### config.mk
export PLATFORM = sky130hd
export DESIGN_NAME = utf8_to_utf16_stream_decoder
export DESIGN_NICKNAME = d
export VERILOG_FILES = /design/src/u2u_pkg.sv /design/src/u2u_in_stage.sv /design/src/u2u_decode.sv /design/src/u2u_out_stage.sv /design/src/utf8_to_utf16_stream_decoder.sv
export SDC_FILE = /design/constraint.sdc
export NUM_CORES = 1
export LEC_CHECK = 0
export BUFFER_PORTS_ARGS = -buffer_cell sky130_fd_sc_hd__buf_2
export CORE_ASPECT_RATIO = 1.25
export CORE_MARGIN = 3
export CORE_UTILIZATION = 61
export CTS_BUF_LIST = sky130_fd_sc_hd__clkbuf_2
export CTS_CLUSTER_DIAMETER = 200
export DETAILED_ROUTE_END_ITERATION = 16
export PLACE_DENSITY = 0.87
export RECOVER_POWER = 100
export SLEW_MARGIN = 40
export SYNTH_ARGS = -nofsm -noshare
export SYNTH_HDL_FRONTEND = slang
export SYNTH_SLANG_ARGS = --single-unit
### constraint.sdc
create_clock -name clk -period 3.43 [get_ports clk]
set_input_delay 0.1715 -clock clk [delete_from_list [all_inputs] [get_ports clk]]
set_output_delay 0.1715 -clock clk [all_outputs]
set_load 0.005 [all_outputs]
### src/u2u_pkg.sv
package u2u_pkg;

  // one input beat: a raw utf-8 byte and its end-of-string mark
  typedef struct packed {
    logic [7:0] data_byte;
    logic       last_byte;
  } item_t;

  // one result beat
  typedef struct packed {
    logic [15:0] code_unit;
    logic        is_error;
    logic        last_unit;
  } result_t;

  // lead byte classes
  localparam logic [7:0] ASCII_MASK = 8'h80;
  localparam logic [7:0] LEAD2_MASK = 8'hE0;
  localparam logic [7:0] LEAD2_CODE = 8'hC0;
  localparam logic [7:0] LEAD3_MASK = 8'hF0;
  localparam logic [7:0] LEAD3_CODE = 8'hE0;

  // payload bits kept from each byte kind
  localparam logic [7:0] LEAD2_BITS = 8'h1F;
  localparam logic [7:0] LEAD3_BITS = 8'h0F;
  localparam logic [7:0] CONT_BITS  = 8'h3F;

  // continuation counts
  localparam logic [1:0] PEND_NONE = 2'd0;
  localparam logic [1:0] PEND_ONE  = 2'd1;
  localparam logic [1:0] PEND_TWO  = 2'd2;

endpackage

### src/u2u_in_stage.sv
module u2u_in_stage (
  input  logic          clk,
  input  logic          rst,
  input  logic          in_valid,
  output logic          in_ready,
  input  u2u_pkg::item_t in_item,
  input  logic          advance,
  output logic          held_valid,
  output u2u_pkg::item_t held_item
);

  logic          valid;
  logic          valid_next;
  u2u_pkg::item_t item;

  // slot takes a new beat when empty or emptying this cycle
  assign in_ready   = !valid || advance;
  assign held_valid = valid;
  assign held_item  = item;

  // valid flag
  always_comb begin
    valid_next = valid;
    if (in_valid && in_ready) begin
      valid_next = 1'b1;
    end else if (advance) begin
      valid_next = 1'b0;
    end
  end

  always_ff @(posedge clk) begin
    if (rst) begin
      valid <= 1'b0;
    end else begin
      valid <= valid_next;
    end
  end

  // payload capture
  always_ff @(posedge clk) begin
    if (in_valid && in_ready) begin
      item <= in_item;
    end
  end

endmodule

### src/u2u_decode.sv
module u2u_decode (
  input  logic             clk,
  input  logic             rst,
  input  logic             item_valid,
  input  u2u_pkg::item_t   item,
  output logic             res_valid,
  output u2u_pkg::result_t res
);

  logic [1:0]  bytes_pending;
  logic [1:0]  bytes_pending_next;
  logic [9:0]  partial_value;
  logic [9:0]  partial_value_next;
  logic        string_invalid;
  logic        string_invalid_next;

  logic [7:0]  b;
  logic [15:0] joined;
  logic [1:0]  pend_dec;

  assign b        = item.data_byte;
  assign joined   = {partial_value, b[5:0] & u2u_pkg::CONT_BITS[5:0]};
  assign pend_dec = bytes_pending - 2'd1;

  // per-byte decode and next state
  always_comb begin
    bytes_pending_next  = bytes_pending;
    partial_value_next  = partial_value;
    string_invalid_next = string_invalid;
    res_valid           = 1'b0;
    res                 = '0;
    if (item_valid) begin
      if (string_invalid) begin
        // dropping bytes until the end of the string
        if (item.last_byte) begin
          string_invalid_next = 1'b0;
          res_valid           = 1'b1;
          res.is_error        = 1'b1;
          res.last_unit       = 1'b1;
        end
      end else if (bytes_pending != u2u_pkg::PEND_NONE) begin
        // continuation byte
        if (pend_dec == u2u_pkg::PEND_NONE) begin
          bytes_pending_next = u2u_pkg::PEND_NONE;
          partial_value_next = '0;
          res_valid          = 1'b1;
          res.code_unit      = joined;
          res.last_unit      = item.last_byte;
        end else if (item.last_byte) begin
          bytes_pending_next = u2u_pkg::PEND_NONE;
          partial_value_next = '0;
          res_valid          = 1'b1;
          res.is_error       = 1'b1;
          res.last_unit      = 1'b1;
        end else begin
          bytes_pending_next = pend_dec;
          partial_value_next = joined[9:0];
        end
      end else if ((b & u2u_pkg::ASCII_MASK) == 8'h00) begin
        // single byte character
        res_valid     = 1'b1;
        res.code_unit = {8'h00, b};
        res.last_unit = item.last_byte;
      end else begin
        // multi-byte lead or invalid lead
        if ((b & u2u_pkg::LEAD2_MASK) == u2u_pkg::LEAD2_CODE) begin
          bytes_pending_next = u2u_pkg::PEND_ONE;
          partial_value_next = {2'b00, b & u2u_pkg::LEAD2_BITS};
        end else if ((b & u2u_pkg::LEAD3_MASK) == u2u_pkg::LEAD3_CODE) begin
          bytes_pending_next = u2u_pkg::PEND_TWO;
          partial_value_next = {2'b00, b & u2u_pkg::LEAD3_BITS};
        end else begin
          string_invalid_next = 1'b1;
        end
        if (item.last_byte) begin
          bytes_pending_next  = u2u_pkg::PEND_NONE;
          partial_value_next  = '0;
          string_invalid_next = 1'b0;
          res_valid           = 1'b1;
          res.is_error        = 1'b1;
          res.last_unit       = 1'b1;
        end
      end
    end
  end

  // decoder state
  always_ff @(posedge clk) begin
    if (rst) begin
      bytes_pending  <= u2u_pkg::PEND_NONE;
      partial_value  <= '0;
      string_invalid <= 1'b0;
    end else begin
      bytes_pending  <= bytes_pending_next;
      partial_value  <= partial_value_next;
      string_invalid <= string_invalid_next;
    end
  end

  // checks
  a_err_shape: assert property (@(posedge clk) disable iff (rst)
    res_valid && res.is_error |-> res.last_unit && res.code_unit == 16'h0000)
    else $error("error result without last mark or with nonzero unit");

  a_last_clears: assert property (@(posedge clk) disable iff (rst)
    item_valid && item.last_byte |=>
      bytes_pending == u2u_pkg::PEND_NONE && partial_value == 10'd0 && !string_invalid)
    else $error("decoder state not cleared after final byte");

  a_last_gives_result: assert property (@(posedge clk) disable iff (rst)
    item_valid && item.last_byte |-> res_valid && res.last_unit)
    else $error("final byte gave no final result");

  a_pend_range: assert property (@(posedge clk) disable iff (rst)
    bytes_pending != 2'd3 && !(string_invalid && bytes_pending != u2u_pkg::PEND_NONE))
    else $error("continuation count out of range");

endmodule

### src/u2u_out_stage.sv
module u2u_out_stage (
  input  logic             clk,
  input  logic             rst,
  input  logic             load,
  input  u2u_pkg::result_t load_res,
  output logic             out_valid,
  input  logic             out_ready,
  output u2u_pkg::result_t out_res,
  output logic             has_room
);

  logic             valid;
  logic             valid_next;
  u2u_pkg::result_t res;

  assign out_valid = valid;
  assign out_res   = res;
  assign has_room  = !valid || out_ready;

  // valid flag
  always_comb begin
    valid_next = valid;
    if (load) begin
      valid_next = 1'b1;
    end else if (out_ready) begin
      valid_next = 1'b0;
    end
  end

  always_ff @(posedge clk) begin
    if (rst) begin
      valid <= 1'b0;
    end else begin
      valid <= valid_next;
    end
  end

  // result capture
  always_ff @(posedge clk) begin
    if (load) begin
      res <= load_res;
    end
  end

endmodule

### src/utf8_to_utf16_stream_decoder.sv
// utf-8 to utf-16 (bmp) stream decoder, one byte beat per cycle while not stalled
// a byte beat is held in the input register, its result in the result register
// throughput: one byte per cycle, set by the input register feeding the decode logic
// a stalled, full result register holds the decoder; input stops once both are full
// reset (rst, synchronous) empties both registers and clears the decoder state
module utf8_to_utf16_stream_decoder (
  input  logic        clk,
  input  logic        rst,
  input  logic        in_valid,
  output logic        in_ready,
  input  logic [7:0]  data_byte,
  input  logic        last_byte,
  output logic        out_valid,
  input  logic        out_ready,
  output logic [15:0] code_unit,
  output logic        is_error,
  output logic        last_unit
);

  u2u_pkg::item_t   in_item;
  u2u_pkg::item_t   held_item;
  u2u_pkg::result_t dec_res;
  u2u_pkg::result_t out_res;
  logic             held_valid;
  logic             has_room;
  logic             advance;
  logic             dec_valid;

  assign in_item.data_byte = data_byte;
  assign in_item.last_byte = last_byte;

  // held byte moves on when the result register can take its result
  assign advance = held_valid && has_room;

  // input register
  u2u_in_stage u_in (
    .clk        (clk),
    .rst        (rst),
    .in_valid   (in_valid),
    .in_ready   (in_ready),
    .in_item    (in_item),
    .advance    (advance),
    .held_valid (held_valid),
    .held_item  (held_item)
  );

  // decode logic and sequence state
  u2u_decode u_dec (
    .clk        (clk),
    .rst        (rst),
    .item_valid (advance),
    .item       (held_item),
    .res_valid  (dec_valid),
    .res        (dec_res)
  );

  // result register
  u2u_out_stage u_out (
    .clk       (clk),
    .rst       (rst),
    .load      (dec_valid),
    .load_res  (dec_res),
    .out_valid (out_valid),
    .out_ready (out_ready),
    .out_res   (out_res),
    .has_room  (has_room)
  );

  assign code_unit = out_res.code_unit;
  assign is_error  = out_res.is_error;
  assign last_unit = out_res.last_unit;

endmodule

# --- Yosys cells after proc, flatten, opt, wreduce, memory -nomap -nowiden ---
# Index checks and enable logic that the tools add are counted.
word_totals:
  ff_bits: 42
  input_bits: 13
  output_inout_bits: 20
  wordCells: 70
op_classes:
  n_addsub: 1
  n_eq_ne: 3
  n_mux: 40
  bitwise_logic: 2
  reduce_logical: 14
op_table:
  columns: ["operator", "count"]
  rows:
  - ["10-bit two-way mux", 7]
  - ["1-bit two-way mux", 21]
  - ["18-bit two-way mux", 1]
  - ["2-bit two-way mux", 9]
  - ["16-bit two-way mux", 1]
  - ["8-bit logical NOT", 1]
  - ["8-bit two-way mux", 1]
  - ["2-bit nonzero test", 3]
  - ["4-bit equality test, second input constant", 1]
  - ["4-bit AND reduction", 1]
  - ["4-bit nonzero test", 1]
  - ["3-bit equality test, second input constant", 1]
  - ["1-bit logical AND", 2]
  - ["1-bit logical NOT", 2]
  - ["2-bit logical NOT", 1]
  - ["1-bit logical OR", 2]
  - ["2-bit by 1-bit != test with 1-bit output, second input constant", 1]
  - ["1-bit inverter", 2]
  - ["2-bit OR reduction", 1]
  - ["2-bit by 1-bit subtractor with 2-bit output, second input constant", 1]

# --- Depth between registers and ports, before layout ---
# Gate-level depths: netlist of run 1.
depth:
  depth_word: 7
  depth_mapped: 7
  ltp_nobuf: 6

# --- Hierarchy ---
# From an unflattened synthesis of run 1, not the netlist that was laid out.
unflattened:
  cells_unflattened: 141
  area_unflattened_um2: 1781.7
by_module_without_submodules:
  columns: ["mod", "instances", "cells_per_inst", "area_per_inst_um2", "seq_area_each_um2"]
  rows:
  - ["u2u_decode", 1, 104, 863.3, 260.2]
  - ["u2u_out_stage", 1, 22, 586.8, 560.5]
  - ["u2u_in_stage", 1, 14, 325.3, 290.3]
  - ["utf8_to_utf16_stream_decoder", 1, 1, 6.3, 0.0]

# --- Least setup slack after synthesis of run 1 ---
# OpenSTA, ideal clock, no wires.
synth_timing:
  kind: "reg-to-reg"
  from: "reg u_dec.bytes_pending[0]"
  to: "reg u_out.res (netlist bit u_out.out_res[0]) (enable)"
  setup_ps: 393
  arrival_ps: 1877
  slack_ps: 1160
  stages_incl_launch_ff: 8
  path_buffers: 1
  cell_sequence: "dfxtp_1 -> inv_1 -> ha_1 -> buf_4 -> nand2_1 -> nor3b_2 -> nor2_1 -> nor2_1"
synth_via:
  elab_chain_cells: 6
  word_cells_on_any_way: 7
synth_rtl:
  columns: ["item", "line", "source"]
  rows:
  - ["from (decl)", "u2u_decode.sv:10", "logic [1:0] bytes_pending;"]
  - ["from (signal assigned)", "u2u_decode.sv:90", "bytes_pending <= u2u_pkg::PEND_NONE;"]
  - ["from (signal assigned)", "u2u_decode.sv:94", "bytes_pending <= bytes_pending_next;"]
  - ["2-bit by 1-bit subtractor with 2-bit output", "u2u_decode.sv:23", "assign pend_dec = bytes_pending - 2'd1;"]
  - ["2-bit logical NOT", "u2u_decode.sv:43", "if (pend_dec == u2u_pkg::PEND_NONE) begin"]
  - ["1-bit two-way mux", "u2u_decode.sv:43", null]
  - ["1-bit two-way mux *", "u2u_decode.sv:41", "end else if (bytes_pending != u2u_pkg::PEND_NONE) begin"]
  - ["1-bit two-way mux *", "u2u_decode.sv:33", "if (string_invalid) begin"]
  - ["1-bit two-way mux *", "u2u_decode.sv:32", "if (item_valid) begin"]
  - ["named net dec_valid", "utf8_to_utf16_stream_decoder.sv:27", "logic dec_valid;"]
  - ["to (signal assigned)", "u2u_out_stage.sv:41", "res <= load_res;"]
  - ["to (decl)", "u2u_out_stage.sv:14", "u2u_pkg::result_t res;"]
# Mark *: on every way through the listed nets, which the timed path passes. The rest lies on a longest branch.
# A chain may end at the register's enable or synchronous reset.

# --- Final worst setup path of run 1 ---
layout_timing:
  from: "reg u_dec.bytes_pending[0]"
  to: "reg u_dec.bytes_pending[0]"
layout_via:
  elab_chain_cells: 4
  word_cells_on_any_way: 9
layout_rtl:
  columns: ["item", "line"]
  rows:
  - ["2-bit by 1-bit subtractor with 2-bit output", "u2u_decode.sv:23"]
  - ["2-bit two-way mux / 2-bit logical NOT (equally long branches)", "u2u_decode.sv:49, u2u_decode.sv:43"]
  - ["2-bit two-way mux", "u2u_decode.sv:43"]
  - ["2-bit two-way mux", "u2u_decode.sv:41"]
# Parallel ways exist; a longest one is shown, timed or not.

==> impl_metrics.ini, run 1 <==
[global_route]
grt_first_pass_wirelength_mm = 5.53
global_route_usage_over_all_layers = 0.233
largest_net_degree_at_the_start_of_global_routing = 19
number_of_global_route_vias_before_repair = 1282
grt_antenna_before_repair = 0
globalRouteOverflowTotal = 0

[layout]
nets = 203
insertedDiodeCount = 0
seqCellArea_mm2 = 0.00111
post-route-util = 0.760
layout-area-overhead-vs-synth_pct = 18.8
drive_gt1_frac = 0.186
fillers = 194
multi_input_comb_area_um2 = 559

[sta]
setup-tns-final_ps = 0
worst_clock_skew_on_the_final_layout_ps = 11.7
timing.final.crit_period_ps = 2460
setup_repair_after_global_routing_missed_its_margin = false
timing.final.setup_violations = 0
drv_slew = 13
worst_slew_margin_rel = -0.00612
report.final.hold_viol_count = 0
worstMarginPinSlew_ps = 1510
max_freq_mhz = 407
post-route-period-util = 0.717

[synthesis]
synth.ff_latch_count = 42
synth_nets = 155
count_of_different_cell_masters_after_synthesis = 31
post_synth_most_frequent_cells = 27 x sky130_fd_sc_hd__edfxtp_1, 25 x sky130_fd_sc_hd__nand2_1, 15 x sky130_fd_sc_hd__dfxtp_1
synth_edf_count = 27
synth_area_leaders = sky130_fd_sc_hd__edfxtp_1 47%, sky130_fd_sc_hd__dfxtp_1 17%, sky130_fd_sc_hd__mux2i_1 6.4%
synthesis.area_per_instance_um2 = 12.5
synthesis.yosys.warnings = 0
ys_async_sr_fraction = 0
synth_top_area_share = 0.468
synth_most_common_cell = sky130_fd_sc_hd__edfxtp_1
synth_cells = 139
synth_top_flop_cell = sky130_fd_sc_hd__edfxtp_1
synth.cell_area_mm2 = 0.00173
synth-seq-area-share = 0.642
synth_largest_area_cell = sky130_fd_sc_hd__edfxtp_1

[run]
max_cap_violations = 1

[worst_setup_path]
worst-endpoint-arrival_ps = 2770
cp_slowest_stage_delay_ps = 1170
critPathCaptureType = flip-flop
cpMaxStageDelayCell = sky130_fd_sc_hd__a21oi_1
path_max_fanout = 12
critical_path.n_buffers_inverters = 1
cp_top_family = compound AO/OA/AOI/OAI gates
worstPathRequired_ps = 3740
worstSetupPathType = flip-flop to flip-flop
crit_path_cell_trace = inv_1 -> ha_1 -> a21oi_1 -> mux2_1
setup.worst_path.start_class = flip-flop

[floorplan]
starting_density_of_the_core = 0.640
x_dimension_of_the_die_um = 53.7
die_h_um = 65.6
boundaryPins = 33
die-area_mm2 = 0.00352
core_mm2 = 0.00271
core.rowCount = 21

[drt]
route.layer.met1.wl_mm = 1.17
dr.pass1.iters = 4
drt_iter0_drc = 47
route.met2.wl_mm = 1.72
drt_wl_total_mm = 3.26
via_count = 1213
wl_met3_um = 190
routed_wire_length_per_instance_um = 14.7
drt.antenna.violating_nets = 0
routed_via_density = 5.46
top_signal_layer_used = met4
drcViolationCount = 0

[clock_tree]
cts_tree = done
h-tree-depth = 2
post_cts.repair.setup_buffers = 0
cts.sink_count = 42
cts_root_buffer = sky130_fd_sc_hd__clkbuf_2
cts.path.max_buffers = 2
insertion_delay_ps = 400
cts_inserted_buffers = 5
cts.clk_slew.worst_paths_ps = 190

[placement]
hpwlAfterDp_mm = 2.37
globalplace.congestion = 0.956
portBuffers = 32

[outcome]
run_status = complete, but fails checks
violated_checks = max-capacitance violations, max-slew violations

[worst_hold_path]
min_delay_worst_type = input pin to flip-flop

[power]
final_power_mw = 0.919
vdd_drop_max_mv = 0.310
pwr_density_cell_mw_per_mm2 = 447
power.leakage_nw = 0.809
[metal layers]
metal | up-vias | track usage
met3 | 14 | 0.0794
met2 | 40 | 0.399
met5 | - | 0
li1 | 582 | -
met1 | 577 | 0.222
met4 | 0 | 0.169
[worst paths after layout]
check | from | end | slack (ps) | cells after the start
hold reg to reg | u_dec.partial_value[8] | u_dec.partial_value[8] | 470 | 2
setup / recovery | u_dec.bytes_pending[0] | u_dec.bytes_pending[0] | 970 | 4
setup reg to reg | u_dec.bytes_pending[0] | u_dec.bytes_pending[0] | 970 | 4
hold / removal | rst | u_out.out_valid | 40 | 2
[cell type report]
class,count,area share
clock buffers,7,0.0170
clock inverters,1,0.0146
inverters,4,0.00730
multi-input cells,90,0.272
flip-flops and latches,42,0.540
well taps,34,0.0207
repair buffers,44,0.128
[per-stage QoR]
stage	std cells	hold slack (ps)	cell area (µm²)	setup slack (ps)
after detailed placement	203	351	1920	1510
after global placement	203	348	1920	1640
final	222	44.6	2060	971
after global routing	222	6.31	2060	827
after floorplan	139	241	1730	1160
after CTS	222	5.57	2090	1480
[worst reg2reg max path, cell delays in order (launching register included)]
cell	delay [ps]
sky130_fd_sc_hd__dfxtp_1	410
sky130_fd_sc_hd__inv_1	90
sky130_fd_sc_hd__ha_1	300
sky130_fd_sc_hd__a21oi_1	1170
sky130_fd_sc_hd__mux2_1	410
[power by group]
group | leakage (nW) | switching, mW | internal (mW) | total, mW
clock | 0.0432 | 0.148 | 0.130 | 0.278
combinational | 0.382 | 0.0388 | 0.0333 | 0.0721
sequential | 0.384 | 0.0111 | 0.557 | 0.568
total | 0.809 | 0.198 | 0.720 | 0.919
[kinds of logic after synthesis]
logic type,Yosys count,synth area share
mux,12,0.0701
flops,42,0.642
simple gates,64,0.191
buf+inv,7,0.0238
fa+ha+maj,3,0.0217
compound gates,11,0.0513
[repair_timing]
item	in CTS	in global routing
resized for setup	0	0
hold buffers	11	0
hold endpoints to repair	10	0
[state kept, by name (all words and copies together), names as in the netlist]
signal	flops
u_dec.bytes_pending	2
u_dec.partial_value	10
u_dec.string_invalid	1
u_in.held_item	9
u_in.held_valid	1
u_out.out_res	18
u_out.out_valid	1
[cell usage in the layout, fill, tap and decap left out, types with 2 or more instances in the layout]
cell type	netlist	routed
sky130_fd_sc_hd__edfxtp_1	27	27
sky130_fd_sc_hd__nand2_1	25	25
sky130_fd_sc_hd__buf_2	0	21
sky130_fd_sc_hd__dfxtp_1	15	15
sky130_fd_sc_hd__mux2i_1	11	11
sky130_fd_sc_hd__dlygate4sd3_1	0	11
sky130_fd_sc_hd__clkbuf_1	1	11
sky130_fd_sc_hd__and3_1	10	10
sky130_fd_sc_hd__nor2_1	9	9
sky130_fd_sc_hd__clkbuf_2	0	7
sky130_fd_sc_hd__and2_0	0	6
sky130_fd_sc_hd__a21oi_1	3	4
sky130_fd_sc_hd__inv_1	2	3
sky130_fd_sc_hd__nand3b_1	3	3
sky130_fd_sc_hd__ha_1	3	3
sky130_fd_sc_hd__nor2b_1	2	2
sky130_fd_sc_hd__a21boi_0	1	2
sky130_fd_sc_hd__nand3_1	2	2
(Power assumes the default switching activity.)
==> inputs of run 2 (changes only) <==
Settings changed: CORE_UTILIZATION 61 to 56, PLACE_DENSITY 0.87 to 0.81.
Clock period 3.43 ns to 2.5 ns, I/O delays scaled along.
==> impl_metrics.ini, run 2 (synthesized netlist as in run 1, its figures left out) <==
[drt]
drt_wl_total_mm = 3.21
drt_iter0_drc = 39
drcViolationCount = 0
routed_wire_length_per_instance_um = 14.4
routed_via_density = 5.34
dr.pass1.iters = 6
drt.antenna.violating_nets = 0
via_count = 1191

[power]
final_power_mw = 1.15
power.leakage_nw = 0.810
vdd_drop_max_mv = 0.543
pwr_density_cell_mw_per_mm2 = 560

[worst_setup_path]
worstPathRequired_ps = 2540
timing.reg2reg.worst_path_depth = 7
path_max_fanout = 18
crit_path_cell_trace = inv_1 -> ha_1 -> nand2_1 -> nor3b_2 -> nor2_1 -> nor2_1 -> clkbuf_2
cpMaxStageDelayCell = sky130_fd_sc_hd__dfxtp_1
cp_slowest_stage_delay_ps = 420
worst_path_most_repeated_cell = sky130_fd_sc_hd__nor2_1
worstSetupPathType = flip-flop to flip-flop
worst-endpoint-arrival_ps = 2110
setup.worst_path.start_class = flip-flop
critPathCaptureType = flip-flop

[placement]
portBuffers = 32
preCtsSetupSlack_ps = 596
globalplace.congestion = 0.831
dp.cells = 203
hpwlAfterDp_mm = 2.24
dpl-instance-area_mm2 = 0.00192

[layout]
nets = 204
layout-area-overhead-vs-synth_pct = 18.5
final_common_cell = sky130_fd_sc_hd__edfxtp_1
drive_gt1_frac = 0.201
most_used_cells_in_the_layout_excluding_fill_and_tap_cells = 27 x sky130_fd_sc_hd__edfxtp_1, 25 x sky130_fd_sc_hd__nand2_1, 22 x sky130_fd_sc_hd__buf_2
fin_area_mm2 = 0.00205
insertedDiodeCount = 0
instances_no_fill = 223
post-route-util = 0.730
largest_register_ff_count = 18

[clock_tree]
cts.clk_slew.worst_paths_ps = 180
cts_root_buffer = sky130_fd_sc_hd__clkbuf_2
cts_tree = done
cts_inserted_buffers = 5
cts.sink_count = 42
post_cts.resized_instances = 0
cts.path.max_buffers = 2
insertion_delay_ps = 370
h-tree-depth = 2

[sta]
setup-tns-final_ps = 0
worstMarginPinSlew_ps = 859
holdWs_ps = 87.1
setup_repair_after_global_routing_missed_its_margin = false
worst_slew_margin_rel = 0.427
max_freq_mhz = 483
timing.final.crit_period_ps = 2070
setup_slack_after_layout_ps = 431
report.final.hold_viol_count = 0
worst_clock_skew_on_the_final_layout_ps = 17.0
post-route-period-util = 0.828
drv_slew = 0
timing.final.setup_violations = 0

[global_route]
number_of_global_route_vias_before_repair = 1221
largest_net_degree_at_the_start_of_global_routing = 19
global_route_usage_over_all_layers = 0.194
globalRouteOverflowTotal = 0
grt_antenna_before_repair = 0
grt_first_pass_wirelength_mm = 5.59

[floorplan]
x_dimension_of_the_die_um = 55.7
boundaryPins = 33
starting_density_of_the_core = 0.616
core_mm2 = 0.00281
die_h_um = 68.2
die-area_mm2 = 0.00380
core.rowCount = 21

[outcome]
run_status = completed

[run]
max_cap_violations = 0

[worst_hold_path]
min_path_cells = 3
min_delay_worst_type = input pin to flip-flop
## run 2: path summary, 6_finish.rpt
path                          start                endpoint  slack (ps)
max          u_dec.bytes_pending[0]       u_out.out_res[12]         430
min                       out_ready         u_out.out_valid          90
max reg2reg  u_dec.bytes_pending[0]       u_out.out_res[12]         430
min reg2reg  u_dec.partial_value[9]  u_dec.partial_value[9]         470
## run 2: critical path: cells and delay by family, from the launching register on
family | cells | cell delay (ps)
fa+ha+maj | 1 | 310
simple gates | 4 | 510
buf+inv | 2 | 480
flops | 1 | 420
## run 2: per-layer routing
| metal | routed length [µm] | global-route usage | up-vias | share of wire |
|---|---|---|---|---|
| met5 | 0 | 0 | - | 0 |
| met4 | 41 | 0.0638 | 0 | 0.013 |
| met3 | 147 | 0.0472 | 5 | 0.046 |
| met2 | 1800 | 0.373 | 33 | 0.56 |
| met1 | 1220 | 0.210 | 567 | 0.38 |
| li1 | - | - | 586 | - |
## run 2: cell type report
class,count,area [µm²]
inverters,4,15.0
clock buffers,6,30.0
clock inverters,2,8.76
well taps,34,42.5
flip-flops and latches,42,1110
multi-input cells,90,572
repair buffers,45,273
fillers,195,759
## run 2: where the power goes
group	switching, mW	internal (mW)	total [mW]
Clock	0.200	0.0690	0.269
Combinational	0.0531	0.0469	0.100
Sequential	0.0145	0.765	0.779
## run 2: timing repair
action | in CTS | in global routing
endpoints found under the hold margin | 11 | 0
hold buffers | 12 | 0
endpoints found under the setup margin | 0 | 0
buffers inserted | 0 | 0
==> inputs of run 3 (changes only) <==
Settings changed: ABC_AREA set to 1, CORE_UTILIZATION 56 to 51, PLACE_DENSITY 0.81 to 0.77.
Clock period 2.5 ns to 1.8 ns, I/O delays scaled along.
==> impl_metrics.ini, run 3 <==
[layout]
most_used_cells_in_the_layout_excluding_fill_and_tap_cells = 44 x sky130_fd_sc_hd__nand2_1, 33 x sky130_fd_sc_hd__nor2_1, 27 x sky130_fd_sc_hd__edfxtp_1
seqCellArea_mm2 = 0.00111
post-route-util = 0.674
layout-area-overhead-vs-synth_pct = 21.7
multi_input_comb_area_um2 = 583
nets = 261
insertedDiodeCount = 0
drive_gt1_frac = 0.244
largest_register_ff_count = 18
fillers = 269
instances_no_fill = 283
final_common_cell = sky130_fd_sc_hd__nand2_1

[global_route]
number_of_global_route_vias_before_repair = 1300
globalRouteOverflowTotal = 0
global_route_usage_over_all_layers = 0.171
grt_first_pass_wirelength_mm = 5.51
grt_antenna_before_repair = 0
largest_net_degree_at_the_start_of_global_routing = 15

[sta]
post-route-period-util = 0.903
timing.final.setup_violations = 0
report.final.hold_viol_count = 0
setup_repair_after_global_routing_missed_its_margin = false
timing.final.crit_period_ps = 1630
worstMarginPinSlew_ps = 321
setup_slack_after_layout_ps = 174
worst_slew_margin_rel = 0.784
drv_slew = 0
setup-tns-final_ps = 0
worst_clock_skew_on_the_final_layout_ps = 22.7
max_freq_mhz = 615

[synthesis]
synth_nets = 206
synth.cell_area_mm2 = 0.00185
count_of_different_cell_masters_after_synthesis = 22
synth.ff_latch_count = 42
synth_area_leaders = sky130_fd_sc_hd__edfxtp_1 44%, sky130_fd_sc_hd__dfxtp_1 16%, sky130_fd_sc_hd__nand2_1 8.5%
synth_top_flop_cell = sky130_fd_sc_hd__edfxtp_1
synth-seq-area-share = 0.601
synth_most_common_cell = sky130_fd_sc_hd__nand2_1
synth_edf_count = 27
post_synth_most_frequent_cells = 42 x sky130_fd_sc_hd__nand2_1, 32 x sky130_fd_sc_hd__nor2_1, 27 x sky130_fd_sc_hd__edfxtp_1
synth_largest_area_cell = sky130_fd_sc_hd__edfxtp_1
synthesis.area_per_instance_um2 = 9.73
ys_async_sr_fraction = 0
synthesis.yosys.warnings = 0
synth_cells = 190
synth_top_area_share = 0.438

[worst_setup_path]
worst-endpoint-arrival_ps = 1980
path_max_fanout = 10
cp_top_family = simple AND/OR/NAND/NOR gates
timing.reg2reg.worst_path_depth = 10
crit_path_cell_trace = inv_1 -> ha_2 -> nand2_4 -> nand2_4 -> clkinv_4 -> nand2_4 -> nor2_4 -> clkbuf_1 -> nor2_2 -> nor2_1
setup.worst_path.start_class = flip-flop
worstSetupPathType = flip-flop to flip-flop
cpMaxStageDelayCell = sky130_fd_sc_hd__dfxtp_1
worst_path_most_repeated_cell = sky130_fd_sc_hd__nand2_4
crit_cells = 10
cp_slowest_stage_delay_ps = 420
critical_path.n_buffers_inverters = 3
worstPathRequired_ps = 2160
critPathCaptureType = flip-flop

[worst_hold_path]
min_delay_worst_type = input pin to flip-flop
min_path_cells = 2

[clock_tree]
cts_tree = done
cts.clk_slew.worst_paths_ps = 230
cts_inserted_buffers = 5
insertion_delay_ps = 410
cts.path.max_buffers = 2
post_cts.repair.setup_buffers = 0
cts.sink_count = 42
h-tree-depth = 2
cts_root_buffer = sky130_fd_sc_hd__clkbuf_2

[placement]
globalplace.congestion = 0.826
hpwlAfterDp_mm = 2.40
dp.cells = 263
portBuffers = 32
preCtsSetupSlack_ps = 147

[run]
max_cap_violations = 0

[floorplan]
x_dimension_of_the_die_um = 59.9
die-area_mm2 = 0.00439
starting_density_of_the_core = 0.554
boundaryPins = 33
die_h_um = 73.3
core.rowCount = 23
core_mm2 = 0.00334

[drt]
routed_wire_length_per_instance_um = 11.8
drt_wl_total_mm = 3.33
via_count = 1370
routed_via_density = 4.84
drt_iter0_drc = 31
drt.antenna.violating_nets = 0
dr.pass1.iters = 5
drcViolationCount = 0

[power]
vdd_drop_max_mv = 0.749
pwr_density_cell_mw_per_mm2 = 837
power.leakage_nw = 0.934

[outcome]
run_status = completed
[run 3: changes by cell type after synthesis, moves of 4 or more]
cell,delta
sky130_fd_sc_hd__a21oi_1,+4
sky130_fd_sc_hd__and2_1,-7
sky130_fd_sc_hd__and3_1,-10
sky130_fd_sc_hd__inv_1,+18
sky130_fd_sc_hd__mux2i_1,-11
sky130_fd_sc_hd__nand2_1,+17
sky130_fd_sc_hd__nand2_4,+4
sky130_fd_sc_hd__nand3_1,+5
sky130_fd_sc_hd__nor2_1,+23
sky130_fd_sc_hd__nor2_2,+9
sky130_fd_sc_hd__o21ai_0,+5
[run 3: report_power, final]
part	internal (mW)	switching [mW]	leakage [nW]	total (mW)
sequential	1.08	0.0248	0.382	1.11
combinational	0.0976	0.122	0.508	0.220
clock	0.238	0.318	0.0433	0.556
[run 3: metal layers]
metal	up-vias	wire (µm)	GRT usage
li1	708	-	-
met1	613	1260	0.174
met2	39	1800	0.315
met3	10	179	0.0439
met4	0	84	0.0764
met5	-	0	0
[run 3: per-stage QoR]
step | area, µm² | hold slack, ps | total power, mW
floorplan | 1850 | 152 | 1.25
global placement | 2090 | 266 | 1.33
detailed placement | 2090 | 268 | 1.34
CTS | 2280 | 360 | 1.90
global route | 2250 | 327 | 1.97
finish | 2250 | 353 | 1.88
[run 3: worst paths after layout]
kind,startpoint,endpoint,slack (ps)
worst max-delay path,u_dec.bytes_pending[0],u_dec.partial_value[6],170
worst min-delay path,data_byte[1],u_in.held_item[2],350
worst max register to register,u_dec.bytes_pending[0],u_dec.partial_value[6],170
worst min register to register,u_dec.bytes_pending[1],u_dec.bytes_pending[1],490
[run 3: logic make-up after synthesis]
group,synth area share
and+or+nand+nor,0.254
DFF,0.601
buffers and inverters,0.0744
AOI/OAI and AO/OA,0.0507
adders and majority gates,0.0203
[run 3: what timing repair did]
action,CTS,global route
hold endpoints to repair,14,0
gates resized for setup,0,1
hold buffers,12,0
endpoints found under the setup margin,0,19
[run 3: cell type report]
type,instances,area share
Inverter,27,0.0473
Clock inverter,3,0.0195
Tap cell,37,0.0206
Timing Repair Buffer,50,0.148
Clock buffer,5,0.0111
Multi-Input combinational cell,119,0.259
Sequential cell,42,0.494
